<file path="config.mk">
export PLATFORM = sky130hd
export DESIGN_NAME = gsg_recip
export DESIGN_NICKNAME = d
export VERILOG_FILES = /design/src/gaussian_sum_grid_generator_assert.svh /design/src/gsg_pkg.sv /design/src/gsg_recip.sv
export SDC_FILE = /design/constraint.sdc
export NUM_CORES = 1
export LEC_CHECK = 0
export ABC_AREA = 1
export BUFFER_PORTS_ARGS = -buffer_cell sky130_fd_sc_hd__buf_4
export CAP_MARGIN = 20
export CORE_AREA = 2 2 228 230
export CTS_BUF_LIST = sky130_fd_sc_hd__clkbuf_8
export DETAILED_ROUTE_END_ITERATION = 8
export DIE_AREA = 0 0 230 232
export PLACE_DENSITY = 0.52
export SLEW_MARGIN = 20
export SYNTH_ARGS = -nofsm -noshare
export SYNTH_HDL_FRONTEND = slang
export SYNTH_SLANG_ARGS = --single-unit
</file>
<file path="constraint.sdc">
create_clock -name clk -period 17.1 [get_ports clk]
set_clock_uncertainty 0.1 [all_clocks]
set_input_delay 3.42 -clock clk [delete_from_list [all_inputs] [get_ports clk]]
set_output_delay 3.42 -clock clk [all_outputs]
set_load 0.01 [all_outputs]
</file>
<file path="src/gaussian_sum_grid_generator_assert.svh">
// Assertion macros used by the Gaussian grid generator top module.
`ifndef GAUSSIAN_SUM_GRID_GENERATOR_ASSERT_SVH
`define GAUSSIAN_SUM_GRID_GENERATOR_ASSERT_SVH
`ifndef NO_ASSERTIONS
// Same-cycle implication, checked out of reset.
`define GSG_ASSERT_NOW(lbl, ante, cons, msg) \
    lbl: assert property (@(posedge clk) disable iff (!rst_n) (ante) |-> (cons)) else $error(msg);
// Next-cycle implication, checked out of reset.
`define GSG_ASSERT_NEXT(lbl, ante, cons, msg) \
    lbl: assert property (@(posedge clk) disable iff (!rst_n) (ante) |=> (cons)) else $error(msg);
`else
`define GSG_ASSERT_NOW(lbl, ante, cons, msg)
`define GSG_ASSERT_NEXT(lbl, ante, cons, msg)
`endif
`endif

</file>
<file path="src/gsg_pkg.sv">
// Shared constants, types and coefficient function of the Gaussian grid generator.
package gsg_pkg;

    localparam int GRID_SIZE  = 256;
    localparam int GRID_SHIFT = $clog2(GRID_SIZE);
    localparam int MAX_GAUSS  = 16;
    localparam int GIDX_W     = $clog2(MAX_GAUSS);
    localparam int CNT_W      = 5;
    localparam int COORD_W    = 14;
    localparam int EXP_BITS   = 20;
    localparam int IN_DATA_W  = 104;
    localparam int OUT_DATA_W = 40;
    localparam int APB_ADDR_W = 3;

    // Register index carried in paddr[2]
    localparam logic REG_ACTIVE_GAUSSIANS = 1'b0;

    // Command codes carried in tuser
    localparam logic CMD_LOAD   = 1'b0;
    localparam logic CMD_RENDER = 1'b1;

    typedef struct packed {
        logic       first;
        logic       last;
        logic [7:0] row;
        logic [7:0] col;
    } gsg_tag_t;

    typedef struct packed {
        gsg_tag_t             tag;
        logic [COORD_W-1:0]   x;
        logic [COORD_W-1:0]   y;
        logic [15:0]          cx;
        logic [15:0]          cy;
        logic [15:0]          amp;
        logic [31:0]          invx;
        logic [31:0]          invy;
    } gsg_issue_t;

    typedef struct packed {
        gsg_tag_t            tag;
        logic [15:0]         amp;
        logic                zero;
        logic [EXP_BITS-1:0] e;
        logic [32:0]         acc;
    } gsg_exp_t;

    // Squared-power factor for exponent bit k: t_k = t_{k-1}^2 in Q0.32
    function automatic logic [31:0] exp_coef(input int k);
        logic [63:0] t;
        int          i;
        t = 64'hFFFF_0000;
        for (i = 0; i < k; i++)
        begin
            t = (t * t + 64'h8000_0000) >> 32;
        end
        return t[31:0];
    endfunction

endpackage

</file>
<file path="src/gsg_recip.sv">
// Iterative reciprocal of a squared width, Q16.16, one quotient bit per cycle.
module gsg_recip (
    input  logic        clk,
    input  logic        rst_n,
    input  logic        start,
    input  logic [15:0] width,
    output logic        done,
    output logic [31:0] quotient
);
    import gsg_pkg::*;

    typedef enum logic [2:0] {
        R_IDLE   = 3'b001,
        R_SQUARE = 3'b010,
        R_DIVIDE = 3'b100
    } recip_state_t;

    recip_state_t state_reg, state_next;
    logic [15:0]  s_reg;
    logic [31:0]  sq_reg, sq_next;
    logic [40:0]  num_reg, num_next;
    logic [31:0]  rem_reg, rem_next;
    logic [40:0]  q_reg, q_next;
    logic [5:0]   cnt_reg, cnt_next;
    logic         done_reg, done_next;
    logic [31:0]  sq_comb;
    logic [32:0]  rem_sh;
    logic [32:0]  rem_sub;

    assign sq_comb = s_reg * s_reg;
    assign rem_sh  = {rem_reg, num_reg[40]};
    assign rem_sub = rem_sh - {1'b0, sq_reg};

    // Step the square and then the restoring division
    always_comb
    begin
        state_next = state_reg;
        sq_next    = sq_reg;
        num_next   = num_reg;
        rem_next   = rem_reg;
        q_next     = q_reg;
        cnt_next   = cnt_reg;
        done_next  = 1'b0;
        case (state_reg)
            R_IDLE:
            begin
                if (start)
                begin
                    state_next = R_SQUARE;
                end
            end
            R_SQUARE:
            begin
                sq_next    = sq_comb;
                num_next   = {1'b1, 40'd0} + {9'd0, sq_comb >> 1};
                rem_next   = '0;
                q_next     = '0;
                cnt_next   = 6'd40;
                state_next = R_DIVIDE;
            end
            R_DIVIDE:
            begin
                if (rem_sh >= {1'b0, sq_reg})
                begin
                    rem_next = rem_sub[31:0];
                    q_next   = {q_reg[39:0], 1'b1};
                end
                else
                begin
                    rem_next = rem_sh[31:0];
                    q_next   = {q_reg[39:0], 1'b0};
                end
                num_next = {num_reg[39:0], 1'b0};
                cnt_next = cnt_reg - 6'd1;
                if (cnt_reg == 6'd0)
                begin
                    done_next  = 1'b1;
                    state_next = R_IDLE;
                end
            end
            default:
            begin
                state_next = R_IDLE;
            end
        endcase
    end

    // Capture the clamped width on start
    always_ff @(posedge clk)
    begin
        if (start && state_reg == R_IDLE)
        begin
            s_reg <= (width == 16'd0) ? 16'd1 : width;
        end
        sq_reg  <= sq_next;
        num_reg <= num_next;
        rem_reg <= rem_next;
        q_reg   <= q_next;
    end

    always_ff @(posedge clk or negedge rst_n)
    begin
        if (!rst_n)
        begin
            state_reg <= R_IDLE;
            cnt_reg   <= '0;
            done_reg  <= 1'b0;
        end
        else
        begin
            state_reg <= state_next;
            cnt_reg   <= cnt_next;
            done_reg  <= done_next;
        end
    end

    assign done     = done_reg;
    assign quotient = (|q_reg[40:32]) ? 32'hFFFF_FFFF : q_reg[31:0];

endmodule

</file>
==> results.cfg, run 1 <==
[cells_and_area]
drive_gt1_share_pct = 6.305
fin_nets = 2589
final_common_cell = nand2_1
n_antenna_cell = 0
largest_reg_flops = 41
final_area_um2 = 19010
area_delta_synth_final_pct = 7.899
final_cell_mix = nand2_1, inv_1, nor2_1, fa_1, edfxtp_1
final_util_pct = 37.35
fillers = 5398

[die]
start_util_pct = 34.62
io_pins = 52
row_count = 83
die_x_um = 230
core_area_um2 = 50890
die-height_um = 232
dieArea_um2 = 53360

[placed_design]
place_congestion = 0.9242
place.port_buffers = 51
place_hpwl_um = 32430
place_area_um2 = 18610

[global_routing]
overflow = 0
grt_pass1_wl_um = 68080
grt_max_degree = 83
grt.total_usage_pct = 15.85
antenna_found_initial = 0
grt_pass1_vias = 13530

[synthesis]
ys_types = 42
synth-seq-area-share_pct = 28.70
async_flop_share_pct = 5.882
yosysWarnings = 0
avgSynthCellArea_um2 = 7.780
ys_ff_latch = 170
synth_nets = 2582
synthFlopType = edfxtp_1
synth_area_um2 = 17610
syn_inst = 2264
synth_edf_count = 160

[setup_path]
reg2reg_depth = 19
critPathCaptureType = register
start_kind = register
worstReg2RegStart = s_reg[7]$_SDFFCE_PN0P_
r2r-end = sq_reg[31]$_DFFE_PP_
ff2ff_setup_slack_ps = 10850
crit_required_ps = 17230
critPathMaxFanout = 16
critPathKind = reg2reg
cp.arrival_ps = 6380

[timing]
drv_slew = 0
finalSetupTns_ps = 0
worst_pin_slew_ps = 1024
hold_violations = 0
fin_crit_ps = 6249
rsz0062_at_grt = false
max_freq_mhz = 160.0
relSlewSlack_pct = 31.71
fin_crit_sh_pct = 36.54
setup_viol_count_final = 0

[drt]
wl_met3_um = 973
wl_met2_um = 18390
drc = 0
vias_per_cell = 4.421
vias = 13100
routedWlPerCell_um = 13.63
drtPass1Iterations = 5
ant_nets = 0
drt_iter0_markers = 699
wl_um = 40400
highest_layer = met4
wl_met1_um = 20320

[flow_run]
maxCapViolations = 0

[cts]
path_clk_slew_ps = 100
clock_tree.buffer_depth = 2
post_cts_buffers = 0
worstSkewPairLatency_ps = 480
numCtsBuffers = 17
clkSinkCount = 170
clock-root-buffer = clkbuf_8
htree_levels = 4
cts_hold_buffers = 0
cts_resized = 0
cts_tree = yes

[min_path]
hold_path_depth = 1
holdCritStartpoint = cnt_reg[5]$_DFFE_PN0P_
worst_hold_path.endpoint = cnt_reg[5]$_DFFE_PN0P_
hold_path.class = reg2reg

[run_status]
status = complete, no violations
cell usage after synthesis, types with 2 or more instances:
cell type	number	area share, %
nand2_1	650	14
inv_1	568	12
nor2_1	186	4.0
fa_1	163	19
edfxtp_1	160	27
ha_1	136	9.7
nand3_1	70	2.0
clkbuf_1	59	1.3
a21oi_1	50	1.4
xor2_1	32	1.6
nand3b_1	29	1.2
nor2_2	24	0.85
and2_1	22	0.78
o21ai_0	20	0.57
nand4_1	16	0.57
dfrtp_1	9	1.3
nor3_1	9	0.26
buf_6	7	0.45
nand2_2	6	0.21
or2_2	6	0.21
o21bai_1	5	0.21
xnor2_1	5	0.25
nor4_1	4	0.14
a21o_1	3	0.13
buf_1	3	0.064
a31o_2	2	0.099
inv_2	2	0.043
nand2_4	2	0.13
nand3_2	2	0.11
o22ai_1	2	0.071
critical path, stage by stage, from the launching register on:
cell and delay, ps:
edfxtp_1 880, inv_1 150, fa_1 560, inv_1 50
fa_1 490, inv_1 50, fa_1 530, inv_1 50
fa_1 450, fa_1 490, inv_1 50, fa_1 520
inv_1 40, ha_1 360, a21oi_1 220, o21ai_0 210
nand3b_1 350, nand2_1 150, nand3b_1 100, and2_1 170
final cells by class:
| class | count | area (um2) | area share (%) |
|---|---|---|---|
| sequential | 170 | 5056 | 26.60 |
| clock inverter | 15 | 157.7 | 0.8295 |
| clock buffer | 17 | 234.0 | 1.231 |
| tap | 680 | 850.8 | 4.477 |
| multi-input combinational | 1452 | 10120 | 53.26 |
| timing repair buffer | 58 | 435.4 | 2.291 |
| inverter | 572 | 2150 | 11.31 |
metal layers:
layer,track usage [%],vias to the layer above
met1,22.05,6154
met5,0,-
met2,26.15,150
li1,-,6762
met3,2.063,37
met4,3.911,0
worst max path at each step:
stage / from / to / slack [ps] / cells past startpoint
detailed placement: s_reg[11]$_SDFFCE_PN0P_ / sq_reg[31]$_DFFE_PP_ / 10870 / 17
global route: s_reg[6]$_SDFFCE_PN0P_ / num_reg[30]$_DFFE_PP_ / 10510 / 21
finish: s_reg[7]$_SDFFCE_PN0P_ / sq_reg[31]$_DFFE_PP_ / 10850 / 19
CTS: s_reg[6]$_SDFFCE_PN0P_ / sq_reg[31]$_DFFE_PP_ / 10840 / 19
floorplan: state_reg[2]$_DFFE_PN0P_ / num_reg[10]$_DFFE_PP_ / 10860 / 3
global placement: s_reg[10]$_SDFFCE_PN0P_ / num_reg[13]$_DFFE_PP_ / 10900 / 19
per-stage QoR:
stage	std cells	worst slack (ps)	hold slack, ps
2_1_floorplan	2264	10860	324.4
3_3_place_gp	2932	10900	371.9
3_5_place_dp	2932	10870	376.6
4_1_cts	2964	10840	393.4
5_1_grt	2964	10510	411.8
6_report	2964	10850	391.5
kinds of logic after synthesis:
| logic type | after synthesis | synth area share, % |
|---|---|---|
| AOI/OAI and AO/OA | 87 | 2.778 |
| xor gates and xnor gates | 37 | 1.840 |
| adders and majority gates | 299 | 28.19 |
| buffers and inverters | 642 | 14.00 |
| DFF | 170 | 28.70 |
| muxes | 1 | 0.06392 |
| and+or+nand+nor | 1028 | 24.43 |
Power of run 1 is not shown: default switching activity piles up to over one toggle a cycle in this logic, so the estimate is an artifact.
==> run 2: changes to the inputs <==
- PLACE_DENSITY: 0.52 -> 0.54
- clock period: 17.1 -> 5.6 ns (I/O delays scaled with it)
==> run 2 against run 1 <==
Against the previous run: the run now ends with negative setup slack left; first-iteration DRC count fell by 5.3%; critical path depth up 5; die area stayed put; non-clock buffer count is 115 higher; hold slack got worse by 87 ps; register-to-register slack lost 11000 ps; cell area rose by 9.4%; sequential share of layout area shrank 2.3 points; routed wire length grew 1.2%; clock-buffer cell count did not move; maximum frequency increased by 11%; sequential cell count unchanged.
==> results.cfg, run 2 (same netlist as run 1, synthesis figures left out) <==
[cells_and_area]
fin_nets = 2704
fillers = 5200
largest_reg_flops = 41
n_antenna_cell = 0
area_delta_synth_final_pct = 18.06
final_util_pct = 40.87
final_cell_mix = nand2_1, inv_1, nor2_1, fa_1, edfxtp_1
drive_gt1_share_pct = 17.34
final_common_cell = nand2_1

[placed_design]
post-place-ws_ps = -219.4
place.port_buffers = 51
place_hpwl_um = 32950
place_congestion = 0.9473

[drt]
vias_per_cell = 4.482
ant_nets = 0
drtPass1Iterations = 5
routedWlPerCell_um = 13.28
drc = 0
vias = 13800
wl_um = 40890
drt_iter0_markers = 662

[setup_path]
critPathCaptureType = register
crit_required_ps = 5800
cp_slowest_cell = edfxtp_1
slowest_delay_ps = 520
crit_path_cell_trace = buf_6, nand2_2, inv_2, fa_1, inv_1, fa_1, inv_2, fa_1, inv_1, fa_1, inv_2, fa_1, inv_1, fa_1, inv_2, ha_4, nand2_4, nor2_4, nand3_2, nand3b_1, nand2_1, nand2_1, nand2_1, and2_4
critPathKind = reg2reg
start_kind = register
cp.buffers_inverters = 8
critPathMaxFanout = 5
crit_family = adder cells
cp.arrival_ps = 5840
crit_top_cell = fa_1

[cts]
htree_levels = 4
cts_hold_buffers = 0
clock-root-buffer = clkbuf_8
clock_tree.buffer_depth = 2
clkSinkCount = 170
numCtsBuffers = 17
cts_tree = yes
worstSkewPairLatency_ps = 520
path_clk_slew_ps = 130

[die]
io_pins = 52
row_count = 83
dieArea_um2 = 53360
die_x_um = 230
core_area_um2 = 50890
start_util_pct = 34.62
die-height_um = 232

[global_routing]
antenna_found_initial = 0
grt_max_degree = 86
grt_pass1_wl_um = 68910
grt.total_usage_pct = 15.96
grt_pass1_vias = 14160
overflow = 0

[run_status]
status = complete, but fails checks
violations = negative setup slack

[timing]
drv_slew = 0
worst_pin_slew_ps = 616.1
finalSetupTns_ps = -208.6
relSlewSlack_pct = 58.87
hold_violations = 0
setup_viol_count_final = 7
max_freq_mhz = 177.3
fin_ws_ps = -41.09
rsz0062_at_grt = true
fin_crit_ps = 5641
fin_crit_sh_pct = 100.7

[flow_run]
maxCapViolations = 0

[min_path]
hold_path.class = in2async
==> run 2: final timing paths <==
kind / slack (ps) / start / cells past startpoint / to
max reg2reg: -40 / s_reg[10]$_SDFFCE_PN0P_ / 24 / sq_reg[31]$_DFFE_PP_
min in group clk: 400 / cnt_reg[5]$_DFFE_PN0P_ / 1 / cnt_reg[5]$_DFFE_PN0P_
max in group asynchronous: 4850 / rst_n / 1 / state_reg[0]$_DFFE_PN1P_
max: -40 / s_reg[10]$_SDFFCE_PN0P_ / 24 / sq_reg[31]$_DFFE_PP_
min reg2reg: 400 / cnt_reg[5]$_DFFE_PN0P_ / 1 / cnt_reg[5]$_DFFE_PN0P_
min: 300 / rst_n / 1 / cnt_reg[2]$_DFFE_PN0P_
==> run 2: layout make-up <==
cell class	count	area, um2	area share, %
Clock inverter	15	217.7	1.047
Inverter	572	2150	10.34
Multi-Input combinational cell	1452	10890	52.39
Clock buffer	17	234.0	1.125
Timing Repair Buffer	173	1394	6.702
Tap cell	680	850.8	4.091
Sequential cell	170	5056	24.31
==> run 2: stage by stage <==
step	instances	area [um2]	hold WS, ps
after floorplan	2264	17690	324.4
after global placement	3024	19340	375.9
after detailed placement	3024	19340	388.6
after CTS	3061	20010	255.2
after global routing	3079	20800	263.3
final	3079	20800	305.0
==> run 2: repair_timing <==
action	4_1_cts	5_1_grt
buffers inserted	5	18
pin swaps	14	43
endpoints found under the setup margin	37	43
resized for setup	40	179
==> run 2: routing by layer <==
layer	vias up	GRT usage (%)	wire length, um
li1	6993	-	-
met1	6532	21.34	19400
met2	219	27.13	19450
met3	56	2.038	1132
met4	0	4.556	897
met5	-	0	0
Power of run 2 is left out for the same reason.
==> run 3: changes to the inputs <==
--- a/config.mk
+++ b/config.mk
@@ -18,2 +18,3 @@
 export SYNTH_HDL_FRONTEND = slang
 export SYNTH_SLANG_ARGS = --single-unit
+export TNS_END_PERCENT = 20
==> constraint.sdc (replaced) <==
create_clock -name clk -period 5.6 [get_ports clk]
set_clock_uncertainty 0.1 [all_clocks]
set_input_delay 1.12 -clock clk [delete_from_list [all_inputs] [get_ports clk]]
set_output_delay 1.12 -clock clk [all_outputs]
set_load 0.1 [all_outputs]
==> run 3 against run 2 <==
Against the previous run: the run still ends with negative setup slack left; utilization is 0.41 points lower; hold slack better by 25 ps; clock-buffer cell count unchanged; global-route usage is 0.22 points lower; register-to-register slack is essentially flat; cell area down 1.0%; first-iteration DRC count up 15%; setup slack improved by 11 ps; routed wire length fell by 0.25%; cell count is essentially flat; maximum frequency rose by 0.19%; largest cell class unchanged; highest routed layer unchanged.
==> results.cfg, run 3 (same netlist as run 1, synthesis figures left out) <==
[setup_path]
worstReg2RegStart = s_reg[8]$_SDFFCE_PN0P_
ff2ff_setup_slack_ps = -30
cp_slowest_cell = fa_1
reg2reg_depth = 21
crit_required_ps = 5750
r2r-end = num_reg[14]$_DFFE_PP_
crit_top_cell = fa_1
cp.buffers_inverters = 7
cp.arrival_ps = 5790
slowest_delay_ps = 550
setup.worst_path.start = s_reg[8]$_SDFFCE_PN0P_
critPathKind = reg2reg
critPathMaxFanout = 4
crit_path_cell_trace = buf_6, nand2_4, inv_2, fa_1, inv_2, fa_1, inv_2, fa_1, fa_1, fa_1, inv_2, fa_1, inv_2, ha_4, a21oi_4, o21ai_2, nand3b_1, buf_4, xor2_2, nand2_1, nand2_1
start_kind = register
critPathCaptureType = register
crit_family = adder cells

[timing]
max_freq_mhz = 177.6
drv_slew = 0
fin_crit_ps = 5630
rsz0062_at_grt = true
hold_violations = 0
fin_crit_sh_pct = 100.5
worst_pin_slew_ps = 855.7
setup_viol_count_final = 5
relSlewSlack_pct = 42.95
fin_ws_ps = -30.34

[cts]
worstSkewPairLatency_ps = 500
htree_levels = 4
cts_tree = yes
clock-root-buffer = clkbuf_8
clock_tree.buffer_depth = 2
path_clk_slew_ps = 110
clkSinkCount = 170
cts_hold_buffers = 0
numCtsBuffers = 17

[drt]
drc = 0
drt_iter0_markers = 759
vias = 13840
ant_nets = 0
drtPass1Iterations = 5
vias_per_cell = 4.494
wl_um = 40780
routedWlPerCell_um = 13.24

[die]
row_count = 83
die-height_um = 232
die_x_um = 230
core_area_um2 = 50890
io_pins = 52
dieArea_um2 = 53360
start_util_pct = 34.62

[global_routing]
grt_max_degree = 63
overflow = 0
grt_pass1_vias = 14100
grt_pass1_wl_um = 68320
antenna_found_initial = 0
grt.total_usage_pct = 15.75

[cells_and_area]
seq_area_um2 = 5056
multiInputGateArea_um2 = 10730
area_delta_synth_final_pct = 16.88
fillers = 5244
final_cell_mix = nand2_1, inv_1, nor2_1, fa_1, edfxtp_1
drive_gt1_share_pct = 16.38
final_area_um2 = 20590
final_common_cell = nand2_1
finalNonFillerCells = 3080
fin_nets = 2705
largest_reg_flops = 41
n_antenna_cell = 0

[run_status]
violations = negative setup slack
status = complete, but fails checks

[placed_design]
place_congestion = 0.9259
place_area_um2 = 19330
place.port_buffers = 51
post-place-cells = 3022
post-place-ws_ps = -255.1
place_hpwl_um = 33070

[min_path]
hold_path.class = in2async

[flow_run]
maxCapViolations = 0
run 3: changes by cell type in the layout (fill, tap and decap cells not counted), moves of 5 or more:
cell,before,now
and2_1,14,20
and2_4,8,2
buf_4,150,156
buf_6,22,15
nand2_1,601,610
nand2_2,42,34
nor2_2,33,38
run 3: worst max path at each step:
stage	slack [ps]	end	cells past startpoint
4_1_cts	-30	sq_reg[31]$_DFFE_PP_	20
2_1_floorplan	-220	num_reg[13]$_DFFE_PP_	21
6_report	-30	num_reg[14]$_DFFE_PP_	21
3_5_place_dp	-260	sq_reg[31]$_DFFE_PP_	18
3_3_place_gp	-190	sq_reg[31]$_DFFE_PP_	18
5_1_grt	-220	num_reg[30]$_DFFE_PP_	21
run 3: worst reg2reg max path, cell delays in order (launching register included):
cell      delay, ps
edfxtp_1        490
buf_6           170
nand2_4          60
inv_2            40
fa_1            520
inv_2            40
fa_1            550
inv_2            40
fa_1            520
fa_1            440
fa_1            530
inv_2            40
fa_1            550
inv_2            50
ha_4            270
a21oi_4         150
o21ai_2         100
nand3b_1        260
buf_4           200
xor2_2          150
nand2_1          60
nand2_1          50
run 3: timing repair:
item                       in CTS  in global routing
setup endpoints to repair      37                 44
buffers inserted               14                 12
resized for setup              40                137
pin swaps                      14                 59
run 3: layout make-up:
type,count,share of cell area [%]
Sequential cell,170,24.56
Clock inverter,15,0.7597
Tap cell,680,4.133
Clock buffer,17,1.137
Timing Repair Buffer,174,6.837
Multi-Input combinational cell,1452,52.13
Inverter,572,10.44
run 3: metal layers:
layer | wire length [um] | vias up | global-route usage (%)
met5 | 0 | - | 0
met4 | 573 | 0 | 3.810
met3 | 878 | 42 | 2.001
met2 | 19600 | 161 | 27.31
met1 | 19730 | 6659 | 20.86
li1 | - | 6981 | -
run 3: stage by stage:
step	setup TNS, ps	hold WS (ps)	utilization [%]
floorplan	-634.0	324.4	-
global placement	-1238	372.1	37.94
detailed placement	-3619	379.2	38.00
CTS	-174.2	287.3	39.31
global route	-6401	295.5	40.46
finish	-84.04	329.7	40.46
Power of run 3 is left out for the same reason.
